File: src/rtl/leib_pkg.sv
// Shared constants for the line-edit input buffer: character codes, result
// kinds, register indexes and reset values. No dependencies.
package leib_pkg;

  localparam int DEFAULT_RING_DEPTH = 64;

  localparam logic [6:0] MAX_READ = 7'd64;

  localparam logic [7:0] CH_NL    = 8'h0a;
  localparam logic [7:0] CH_TAB   = 8'h09;
  localparam logic [7:0] CH_BS    = 8'h08;
  localparam logic [7:0] CH_SPACE = 8'h20;
  localparam logic [7:0] CH_NONE  = 8'h00;

  localparam logic [1:0] KIND_ECHO  = 2'd0;
  localparam logic [1:0] KIND_BYTE  = 2'd1;
  localparam logic [1:0] KIND_EMPTY = 2'd2;

  localparam logic [1:0] REG_BACKSPACE = 2'd0;
  localparam logic [1:0] REG_ENTER     = 2'd1;
  localparam logic [1:0] REG_TAB       = 2'd2;

  localparam logic [7:0] RST_BACKSPACE = 8'd8;
  localparam logic [7:0] RST_ENTER     = 8'd13;
  localparam logic [7:0] RST_TAB       = 8'd9;

endpackage

File: src/rtl/leib_ram.sv
// Generic single-write, single-read synchronous RAM with registered read data.
// No dependencies.
module leib_ram #(
  parameter int WIDTH = 8,
  parameter int DEPTH = 64
) (
  input  logic                     clk,
  input  logic                     we,
  input  logic [$clog2(DEPTH)-1:0] waddr,
  input  logic [WIDTH-1:0]         wdata,
  input  logic [$clog2(DEPTH)-1:0] raddr,
  output logic [WIDTH-1:0]         rdata
);

  logic [WIDTH-1:0] mem [DEPTH];

  always_ff @(posedge clk) begin
    if (we) begin
      mem[waddr] <= wdata;
    end
    rdata <= mem[raddr];
  end

endmodule

File: src/rtl/line_edit_input_buffer_core.sv
// Line-edit input buffer: top level. Keeps positions and key registers in flops
// and the character ring in one leib_ram instance. Depends on leib_pkg, leib_ram.
//
// Items are taken while busy is low. A key item is handled in the accept cycle:
// its echo (if any) appears on the result ports the next cycle, and a backspace
// keeps busy high through ST_BS_SPACE and ST_BS_LAST while it sends space and
// backspace. A read item that finds committed bytes keeps busy high in ST_READ
// while it returns up to 64 bytes: the first byte is fetched in the accept cycle
// and each later one while the previous one is sent. An empty read, or a key
// with no effect, leaves busy low. Every result is shown for exactly one cycle
// with strobe high, in the cycle after it is formed.
module line_edit_input_buffer_core #(
  parameter int RING_DEPTH = leib_pkg::DEFAULT_RING_DEPTH
) (
  input  logic       clk,
  input  logic       rst,
  input  logic       start,
  output logic       busy,
  input  logic       mode,
  input  logic [7:0] key_code,
  input  logic [6:0] max_bytes,
  input  logic       cfg_we,
  input  logic [1:0] cfg_index,
  input  logic [7:0] cfg_data,
  output logic       strobe,
  output logic [1:0] kind,
  output logic [7:0] char_out,
  output logic       line_ready,
  output logic       last
);

  localparam int AW = $clog2(RING_DEPTH);
  localparam int PW = $clog2(2 * RING_DEPTH);
  localparam logic [PW:0]   TWO_D   = (PW+1)'(2 * RING_DEPTH);
  localparam logic [PW-1:0] POS_MAX = PW'(2 * RING_DEPTH - 1);
  localparam logic [PW-1:0] DEPTH_P = PW'(RING_DEPTH);

  localparam logic [1:0] ST_IDLE     = 2'd0;
  localparam logic [1:0] ST_READ     = 2'd1;
  localparam logic [1:0] ST_BS_SPACE = 2'd2;
  localparam logic [1:0] ST_BS_LAST  = 2'd3;

  function automatic logic [PW-1:0] pos_inc(input logic [PW-1:0] p);
    pos_inc = (p == POS_MAX) ? '0 : p + PW'(1);
  endfunction

  function automatic logic [PW-1:0] pos_dec(input logic [PW-1:0] p);
    pos_dec = (p == '0) ? POS_MAX : p - PW'(1);
  endfunction

  function automatic logic [PW-1:0] pos_dist(input logic [PW-1:0] a,
                                             input logic [PW-1:0] b);
    logic [PW:0] wrapped;
    wrapped  = {1'b0, a} + TWO_D - {1'b0, b};
    pos_dist = (a >= b) ? (a - b) : wrapped[PW-1:0];
  endfunction

  function automatic logic [AW-1:0] pos_idx(input logic [PW-1:0] p);
    logic [PW-1:0] r;
    r       = (p >= DEPTH_P) ? (p - DEPTH_P) : p;
    pos_idx = r[AW-1:0];
  endfunction

  // Registers
  logic [1:0]    state, state_next;
  logic [PW-1:0] read_pos, read_pos_next;
  logic [PW-1:0] commit_pos, commit_pos_next;
  logic [PW-1:0] edit_pos, edit_pos_next;
  logic [6:0]    left, left_next;
  logic [7:0]    backspace_code, enter_code, tab_code;
  logic          strobe_next, line_ready_next, last_next;
  logic [1:0]    kind_next;
  logic [7:0]    char_next;

  // Ring RAM port
  logic          ram_we;
  logic [AW-1:0] ram_waddr;
  logic [7:0]    ram_wdata;
  logic [7:0]    ram_q;

  logic          accept;
  logic [7:0]    key_ch;
  logic [PW-1:0] edit_inc;
  logic [PW-1:0] read_inc;
  logic          key_commit;
  logic [6:0]    limit;

  assign accept   = start && (state == ST_IDLE);
  assign busy     = (state != ST_IDLE);
  assign edit_inc = pos_inc(edit_pos);
  assign read_inc = pos_inc(read_pos);
  assign limit    = (max_bytes > leib_pkg::MAX_READ) ? leib_pkg::MAX_READ : max_bytes;

  always_comb begin
    if (key_code == enter_code) begin
      key_ch = leib_pkg::CH_NL;
    end else if (key_code == tab_code) begin
      key_ch = leib_pkg::CH_TAB;
    end else begin
      key_ch = key_code;
    end
  end

  assign key_commit = (key_ch == leib_pkg::CH_NL) ||
                      (pos_dist(edit_inc, read_pos) == DEPTH_P);

  always_comb begin
    state_next      = state;
    read_pos_next   = read_pos;
    commit_pos_next = commit_pos;
    edit_pos_next   = edit_pos;
    left_next       = left;
    strobe_next     = 1'b0;
    kind_next       = leib_pkg::KIND_ECHO;
    char_next       = leib_pkg::CH_NONE;
    line_ready_next = 1'b0;
    last_next       = 1'b0;
    ram_we          = 1'b0;
    ram_waddr       = pos_idx(edit_pos);
    ram_wdata       = key_ch;

    unique case (state)
      ST_IDLE: begin
        if (accept && !mode) begin
          if (key_code == leib_pkg::CH_NONE) begin
            // no key: nothing to do
          end else if (key_code == backspace_code) begin
            if (edit_pos != commit_pos) begin
              edit_pos_next = pos_dec(edit_pos);
              strobe_next   = 1'b1;
              char_next     = leib_pkg::CH_BS;
              state_next    = ST_BS_SPACE;
            end
          end else if (pos_dist(edit_pos, read_pos) < DEPTH_P) begin
            ram_we          = 1'b1;
            edit_pos_next   = edit_inc;
            if (key_commit) begin
              commit_pos_next = edit_inc;
            end
            strobe_next     = 1'b1;
            char_next       = key_ch;
            line_ready_next = key_commit;
            last_next       = 1'b1;
          end
        end else if (accept && mode && (limit != 7'd0)) begin
          if (read_pos == commit_pos) begin
            strobe_next = 1'b1;
            kind_next   = leib_pkg::KIND_EMPTY;
            last_next   = 1'b1;
          end else begin
            // RAM is addressed with read_pos this cycle; byte arrives next cycle
            left_next  = limit;
            state_next = ST_READ;
          end
        end
      end
      ST_READ: begin
        strobe_next   = 1'b1;
        kind_next     = leib_pkg::KIND_BYTE;
        char_next     = ram_q;
        read_pos_next = read_inc;
        left_next     = left - 7'd1;
        if ((ram_q == leib_pkg::CH_NL) || (left == 7'd1) || (read_inc == commit_pos)) begin
          last_next  = 1'b1;
          state_next = ST_IDLE;
        end
      end
      ST_BS_SPACE: begin
        strobe_next = 1'b1;
        char_next   = leib_pkg::CH_SPACE;
        state_next  = ST_BS_LAST;
      end
      ST_BS_LAST: begin
        strobe_next = 1'b1;
        char_next   = leib_pkg::CH_BS;
        last_next   = 1'b1;
        state_next  = ST_IDLE;
      end
      default: begin
        state_next = ST_IDLE;
      end
    endcase
  end

  // Writes come only from key items and read data is used only by read items;
  // items are handled one at a time, so a write never meets a read that is used.
  leib_ram #(
    .WIDTH(8),
    .DEPTH(RING_DEPTH)
  ) u_ring (
    .clk  (clk),
    .we   (ram_we),
    .waddr(ram_waddr),
    .wdata(ram_wdata),
    .raddr(pos_idx(read_pos_next)),
    .rdata(ram_q)
  );

  always_ff @(posedge clk) begin
    if (rst) begin
      state          <= ST_IDLE;
      read_pos       <= '0;
      commit_pos     <= '0;
      edit_pos       <= '0;
      left           <= '0;
      strobe         <= 1'b0;
      backspace_code <= leib_pkg::RST_BACKSPACE;
      enter_code     <= leib_pkg::RST_ENTER;
      tab_code       <= leib_pkg::RST_TAB;
    end else begin
      state      <= state_next;
      read_pos   <= read_pos_next;
      commit_pos <= commit_pos_next;
      edit_pos   <= edit_pos_next;
      left       <= left_next;
      strobe     <= strobe_next;
      if (cfg_we) begin
        unique case (cfg_index)
          leib_pkg::REG_BACKSPACE: backspace_code <= cfg_data;
          leib_pkg::REG_ENTER:     enter_code     <= cfg_data;
          leib_pkg::REG_TAB:       tab_code       <= cfg_data;
          default: ;
        endcase
      end
    end
  end

  always_ff @(posedge clk) begin
    kind       <= kind_next;
    char_out   <= char_next;
    line_ready <= line_ready_next;
    last       <= last_next;
  end

  // A read stream only runs while committed bytes remain.
  a_read_has_data: assert property (@(posedge clk) disable iff (rst)
    (state == ST_READ) |-> (read_pos != commit_pos))
    else $error("read in progress with nothing committed");

  a_ring_bound: assert property (@(posedge clk) disable iff (rst)
    pos_dist(edit_pos, read_pos) <= DEPTH_P)
    else $error("ring holds more than its depth");

  a_commit_order: assert property (@(posedge clk) disable iff (rst)
    pos_dist(commit_pos, read_pos) <= pos_dist(edit_pos, read_pos))
    else $error("commit position beyond edit position");

  a_bs_sequence: assert property (@(posedge clk) disable iff (rst)
    (state == ST_BS_LAST) |-> ($past(state) == ST_BS_SPACE))
    else $error("backspace echo out of sequence");

  a_ready_on_echo: assert property (@(posedge clk) disable iff (rst)
    (strobe && line_ready) |-> ((kind == leib_pkg::KIND_ECHO) && last))
    else $error("line_ready on a word other than a final echo");

endmodule
File: config.mk
export PLATFORM = sky130hd
export DESIGN_NAME = line_edit_input_buffer_core
export DESIGN_NICKNAME = d
export VERILOG_FILES = /design/src/rtl/leib_pkg.sv /design/src/rtl/leib_ram.sv /design/src/rtl/line_edit_input_buffer_core.sv
export SDC_FILE = /design/constraint.sdc
export NUM_CORES = 1
export LEC_CHECK = 0
export BUFFER_PORTS_ARGS = -buffer_cell sky130_fd_sc_hd__buf_2
export CAP_MARGIN = 10
export CORE_UTILIZATION = 63
export DETAILED_ROUTE_END_ITERATION = 16
export GPL_ROUTABILITY_DRIVEN = 0
export PLACE_DENSITY_LB_ADDON = 0.2
export SLEW_MARGIN = 20
export SYNTH_ARGS = -nofsm -noshare
export SYNTH_HDL_FRONTEND = slang
export SYNTH_SLANG_ARGS = --single-unit
File: constraint.sdc
create_clock -name clk -period 4.83 [get_ports clk]
set_input_delay 0.7245 -clock clk [delete_from_list [all_inputs] [get_ports clk]]
set_output_delay 0.7245 -clock clk [all_outputs]
set_load 0.1 [all_outputs]
# Word level (Yosys, flattened, before mapping)
# Memories as Yosys holds them, arrays and structs flattened. A register that Yosys moved wholly into a read port is not among the register bits.
# Index checks and enable logic that the tools add are counted.
[op_classes]
n_eq_ne = 27
n_reduce_logical = 25
add_sub_neg = 12
order_cmp = 6
bitwise_logic = 5
muxes = 53
[op_table]
columns = ["operator", "n"]
rows = [
  ["7-bit two-way mux", 13],
  ["8-bit two-way mux", 6],
  ["8-bit one-hot mux with 4 select lines", 1],
  ["7-bit by 1-bit adder with 7-bit output, second input constant", 4],
  ["7-bit subtractor", 4],
  ["8-bit == test", 3],
  ["7-bit == test, second input constant", 3],
  ["2-bit two-way mux", 10],
  ["8-bit by 4-bit == test with 1-bit output, second input constant", 2],
  ["1-bit two-way mux", 15],
  ["7-bit == test", 2],
  ["7-bit >= comparator", 2],
  ["7-bit >= comparator, second input constant", 2],
  ["7-bit one-hot mux with 2 select lines", 1],
  ["7-bit by 1-bit subtractor with 7-bit output, second input constant", 2],
  ["6-bit two-way mux", 2],
  ["6-bit AND reduction", 2],
  ["6-bit by 1-bit subtractor with 6-bit output, second input constant", 2],
  ["8-bit zero test", 1],
  ["2-bit one-hot mux with 4 select lines", 1],
  ["7-bit by 1-bit == test with 1-bit output, second input constant", 1],
  ["7-bit greater-than comparator, second input constant", 1],
  ["7-bit zero test", 1],
  ["7-bit less-than comparator, second input constant", 1],
  ["other kinds (24)", 46],
]
[totals]
out_inout_bits = 14
wordCells = 142
memories = 1
register_bits = 67
input_bits = 30
mem_bits_rw = 512
[memory_table]
columns = ["name", "depth", "word_bits", "read_ports", "rd_clocked_by_memory_dff", "wr", "line", "source"]
rows = [
  ["u_ring.mem", 64, 8, 1, 1, 1, "leib_ram.sv:15", "logic [WIDTH-1:0] mem [DEPTH];"],
]

# Longest topological paths before layout
[depth]
depth_word = 11
ltp_mapped = 17
ltp_nobuf = 16

# Modules after synthesis
# Synthesis repeated with hierarchy kept, for this count alone.
[unflattened]
cells_unflattened = 1503
area_unflattened_um2 = 24661.2
[modules_own_cells]
columns = ["mod", "seq_area_each_um2", "area_each_um2", "cells_each", "instances"]
rows = [
  ["leib_ram", 15534.9, 20236.9, 967, 1],
  ["line_edit_input_buffer_core", 1341.3, 4424.2, 536, 1],
]

# Least setup slack after synthesis
# Ideal clock, no wire load.
[synth_path]
kind = "in2reg"
from = "in key_code[2]"
to = "mem u_ring.mem[0][1], data pin"
arrival_time_ps = 3014
t_required_ps = 4270
n_path_buf = 1
cell_stages = 5
setup_slack_ps = 1256
setup_time_ps = 560
path_cell_list = "clkbuf_1 > xnor2_1 > nand4_1 > nor2_1 > o22ai_1"
[synth_via]
elab_chain_cells = 3
elab_cells_between_ends = 4
classes_between = "2 x eq/ne; 2 x mux"
[synth_lines]
columns = ["element", "line", "source"]
rows = [
  ["start, declared", "line_edit_input_buffer_core.sv:20", "input logic [7:0] key_code,"],
  ["8-bit == test", "line_edit_input_buffer_core.sv:97", "end else if (key_code == tab_code) begin"],
  ["8-bit two-way mux", "line_edit_input_buffer_core.sv:97", ""],
  ["8-bit two-way mux (*)", "line_edit_input_buffer_core.sv:95", "if (key_code == enter_code) begin"],
  ["net key_ch[1]", "line_edit_input_buffer_core.sv:82", "logic [7:0] key_ch;"],
  ["end, declared", "leib_ram.sv:15", ""],
]
# The timed path passes the listed nets; every way through them passes the cells marked *.

# Worst setup path after layout
[layout_path]
from = "reg read_pos[1]"
to = "reg u_ring.rdata[2] (read register of u_ring.mem)"
[layout_via]
elab_chain_cells = 5
elab_cells_between_ends = 7
classes_between = "2 x add/sub; 1 x order compare; 1 x eq/ne; 3 x mux"
[layout_lines]
columns = ["element", "line", "source"]
rows = [
  ["start, declared", "line_edit_input_buffer_core.sv:66", "logic [PW-1:0] read_pos, read_pos_next;"],
  ["start signal, assigned", "line_edit_input_buffer_core.sv:212", "read_pos <= read_pos_next;"],
  ["7-bit by 1-bit adder with 7-bit output or 7-bit == test (tied branches)", "line_edit_input_buffer_core.sv:44", "pos_inc = (p == POS_MAX) ? '0 : p + PW'(1);"],
  ["7-bit two-way mux", "line_edit_input_buffer_core.sv:44", ""],
  ["7-bit two-way mux (*)", "line_edit_input_buffer_core.sv:122", "unique case (state)"],
  ["6-bit by 1-bit subtractor with 6-bit output or 7-bit >= comparator (tied branches)", "line_edit_input_buffer_core.sv:60", "r = (p >= DEPTH_P) ? (p - DEPTH_P) : p;"],
  ["6-bit two-way mux (*)", "line_edit_input_buffer_core.sv:60", ""],
  ["end, declared", "leib_ram.sv:12", "output logic [WIDTH-1:0] rdata"],
]
# Mark *: on every way between the ends. The rest lies on a longest branch, timed or not.
# A chain may end at the register's enable or synchronous reset.

==> results.sh <==
export IMPL_hold_class="in2reg"
export IMPL_cp_max_fo=78
export IMPL_synth_nets=1960
export IMPL_hold_buffers=0
export IMPL_min_from="cfg_data[3]"
export IMPL_dpl_cell_area_um2=25700
export IMPL_setup_viol=0
export IMPL_clk_latency_ns=0.63
export IMPL_p_leak_uw=0.00966
export IMPL_routed_wl_met2_um=29100
export IMPL_grt_overflow=0
export IMPL_via_per_inst=6.64
export IMPL_synth_seq_area_share=0.686
export IMPL_start_util=0.638
export IMPL_switching_power_uw=2570
export IMPL_synth_mux_area_frac=0.0320
export IMPL_cts_tree="done"
export IMPL_r2r_start="read_pos[1]$_SDFF_PP0_"
export IMPL_clk_path_buf_depth=3
export IMPL_syn_cell_area_um2=24600
export IMPL_min_period_over_period=0.861
export IMPL_fin_area_um2=27700
export IMPL_syn_to_final_growth_pct=12.5
export IMPL_cap_violations=0
export IMPL_critical_path_class="reg2reg"
export IMPL_reg2reg_depth=11
export IMPL_rsz0062_at_grt="no"
export IMPL_total_power_uw=11200
export IMPL_grt_pass1_wl_um=96200
export IMPL_ant_nets=0
export IMPL_holdWs_ns=0.323
export IMPL_status="finished, final reports clean"
export IMPL_highest_layer="met4"
export IMPL_clkPwrFrac=0.414
export IMPL_min_to="backspace_code[3]$_SDFFE_PP1P_"
export IMPL_clk_pin_slew_ns=0.06
export IMPL_route_met3_wl_um=7720
export IMPL_cts_buffers_inserted=58
export IMPL_placementRows=72
export IMPL_drc_errors=0
export IMPL_tightest_slew_ns=1.10
export IMPL_cts_sinks=587
export IMPL_synth_cells=1909
export IMPL_ir_drop_v=0.000373
export IMPL_timing_setup_tns_ns=0
export IMPL_r2r_setup_slack_ns=0.67
export IMPL_hold_viol=0
export IMPL_p_comb_frac=0.080
export IMPL_synthTopCellsByCount="512 x edfxtp_1, 260 x nand2_1, 144 x nor2_1, 88 x nand3_1, 86 x and3_1"
export IMPL_yosysMostFrequentCell="edfxtp_1"
export IMPL_synth_adder_area_share=0.0110
export IMPL_async_flop_share=0
export IMPL_ys_ff_latch=587
export IMPL_n_fill_cell=2590
export IMPL_synth_compound_area_frac=0.0998
export IMPL_wirelength_met1_um=25400
export IMPL_yosysWarnings=0
export IMPL_core_area_um2=38600
export IMPL_synth_xor_area_frac=0.0204
export IMPL_cp_start_kind="flop"
export IMPL_htree_levels=2
export IMPL_wl_um=65100
export IMPL_multiInputGateArea_um2=7150
export IMPL_max_freq_mhz=240
export IMPL_p_sw_frac=0.230
export IMPL_post_route_min_period_ns=4.16
export IMPL_yosys_area_share_simple=0.123
export IMPL_synth_distinct_cells=63
export IMPL_grt_max_degree=100
export IMPL_detail_route_iter0_violations=2436
export IMPL_io_pins=44
export IMPL_post_cts_buffers=0
export IMPL_diodes=0
export IMPL_dieArea_um2=39800
export IMPL_drt_first_pass_iters=7
export IMPL_internal_power_uw=8610
export IMPL_fp_dieH_um=200
export IMPL_antenna_found_initial=1
export IMPL_drive_gt1_frac=0.124
export IMPL_synth_top_family_by_area="simple AND/OR/NAND/NOR gates"
export IMPL_io_buffers=43
export IMPL_nNetsFinal=2017
export IMPL_hold_depth=2
export IMPL_seq_power_share=0.507
export IMPL_die_x_um=200
export IMPL_synthTopCellsByArea="edfxtp_1 63%, dfxtp_1 6.1%, nand2_1 4.0%, mux2i_1 2.6%, a211oi_1 2.6%"
export IMPL_synth_top_area_frac=0.625
export IMPL_synth_edf_count=512
export IMPL_yosysTopAreaCell="edfxtp_1"
export IMPL_dp_cells=2423
export IMPL_post_cts_resized=0
export IMPL_crit_arrival_ns=4.72
export IMPL_endpoint_kind="flop"
export IMPL_p_per_area_nw_per_um2=404
export IMPL_dp_hpwl_um=39900
export IMPL_instances_no_fill=2527
export IMPL_synthFlopType="edfxtp_1"
export IMPL_register_area_um2=16900
export IMPL_finClkSkew_ns=0.0272
export IMPL_vias=16800
export IMPL_grt_pass1_vias=15800
export IMPL_crit_required_ns=5.39
export IMPL_cts_root_buf="clkbuf_16"
export IMPL_r2r_end="u_ring.rdata[2]$_DFF_P_"
export IMPL_wl_per_cell_um=25.8
export IMPL_slew_viol_final=0
export IMPL_relSlewSlack=0.266
export IMPL_postSynthAreaPerCell_um2=12.9
export IMPL_gr_usage_all_layers=0.333
==> worst max-delay path, cell delays in order, from the launching register on <==
cell	delay, ns
dfxtp_1	0.61
ha_1	0.40
nand3_2	0.17
or3_2	0.53
buf_4	0.33
and2_4	0.42
buf_12	0.26
mux2i_1	0.14
o22ai_1	0.32
a31oi_1	0.11
o211ai_1	0.48
a22o_1	0.24
==> cell usage in the layout, fill, tap and decap left out, types with 7 or more instances in the layout <==
cell / netlist / layout
a211o_1: 8 / 8
a211oi_1: 84 / 84
a21oi_1: 57 / 57
a22o_1: 10 / 10
a22oi_1: 17 / 17
a31oi_1: 60 / 60
a32oi_1: 27 / 26
and3_1: 86 / 86
buf_2: 36 / 43
buf_4: 3 / 80
bufinv_16: 0 / 9
clkbuf_1: 80 / 7
clkbuf_16: 0 / 60
clkinv_1: 0 / 8
clkinv_2: 0 / 16
dfxtp_1: 75 / 75
edfxtp_1: 512 / 512
ha_1: 20 / 20
inv_1: 30 / 30
mux2i_1: 64 / 64
nand2_1: 260 / 259
nand3_1: 88 / 88
nand4_1: 20 / 20
nor2_1: 144 / 142
nor2b_1: 9 / 9
nor3_1: 13 / 13
o211ai_1: 11 / 11
o21ai_0: 20 / 20
o22ai_1: 11 / 10
o41ai_1: 11 / 11
xnor2_1: 41 / 41
xor2_1: 12 / 12
==> layer usage <==
metal / GRT usage / vias to the layer above
met1: 0.474 / 8116
met2: 0.497 / 1146
met5: 0 / -
met4: 0.148 / 0
li1: - / 7324
met3: 0.0716 / 194
==> sequential cells by signal (all words and copies together) (netlist names), 8 cells and up <==
| signal | cells |
|---|---|
| backspace_code | 8 |
| tab_code | 8 |
| u_ring.mem | 512 |
| u_ring.rdata | 8 |
| char_out | 8 |
| enter_code | 8 |
==> logic make-up (layout without fill, tap and decap cells) <==
family                     after synthesis  after routing
muxes                                   71             71
adders and majority gates               21             21
AOI/OAI and AO/OA                      350            350
and+or+nand+nor                        661            661
xor gates and xnor gates                55             55
DFF                                    587            587
buffers and inverters                  164            264
==> area by class of cell <==
cell class | count | share of cell area
clock buffer | 69 | 0.0562
clock inverter | 34 | 0.0141
inverter | 31 | 0.00420
multi-input combinational | 1158 | 0.258
sequential | 587 | 0.610
tap | 518 | 0.0234
timing repair buffer | 130 | 0.0343
==> through the flow <==
stage / worst slack, ns / util
floorplan: 1.26 / -
global placement: 0.905 / 0.667
detailed placement: 0.814 / 0.667
CTS: 0.771 / 0.718
global route: 0.429 / 0.718
finish: 0.671 / 0.718
==> worst max path at each step <==
stage / cells after the start / end / start / slack, ns
after CTS: 10 / u_ring.mem[12][4]$_DFFE_PP_ / read_pos[3]$_SDFF_PP0_ / 0.77
after detailed placement: 10 / u_ring.mem[12][4]$_DFFE_PP_ / read_pos[3]$_SDFF_PP0_ / 0.81
after global placement: 10 / u_ring.mem[4][4]$_DFFE_PP_ / read_pos[3]$_SDFF_PP0_ / 0.90
final: 11 / u_ring.rdata[2]$_DFF_P_ / read_pos[1]$_SDFF_PP0_ / 0.67
after global routing: 10 / u_ring.mem[52][2]$_DFFE_PP_ / edit_pos[0]$_SDFFE_PP0P_ / 0.43
after floorplan: 5 / u_ring.mem[0][1]$_DFFE_PP_ / key_code[2] / 1.26
==> power by group through the flow <==
| stage | Clock [uW] | Sequential [uW] | Combinational, uW |
|---|---|---|---|
| after floorplan | 0 | 5830 | 522 |
| after CTS | 4640 | 5660 | 871 |
| after global routing | 4850 | 5670 | 951 |
| after global placement | 0 | 5770 | 848 |
| final | 4620 | 5670 | 891 |
| after detailed placement | 0 | 5770 | 863 |
Power figures use the tool's default switching activity.
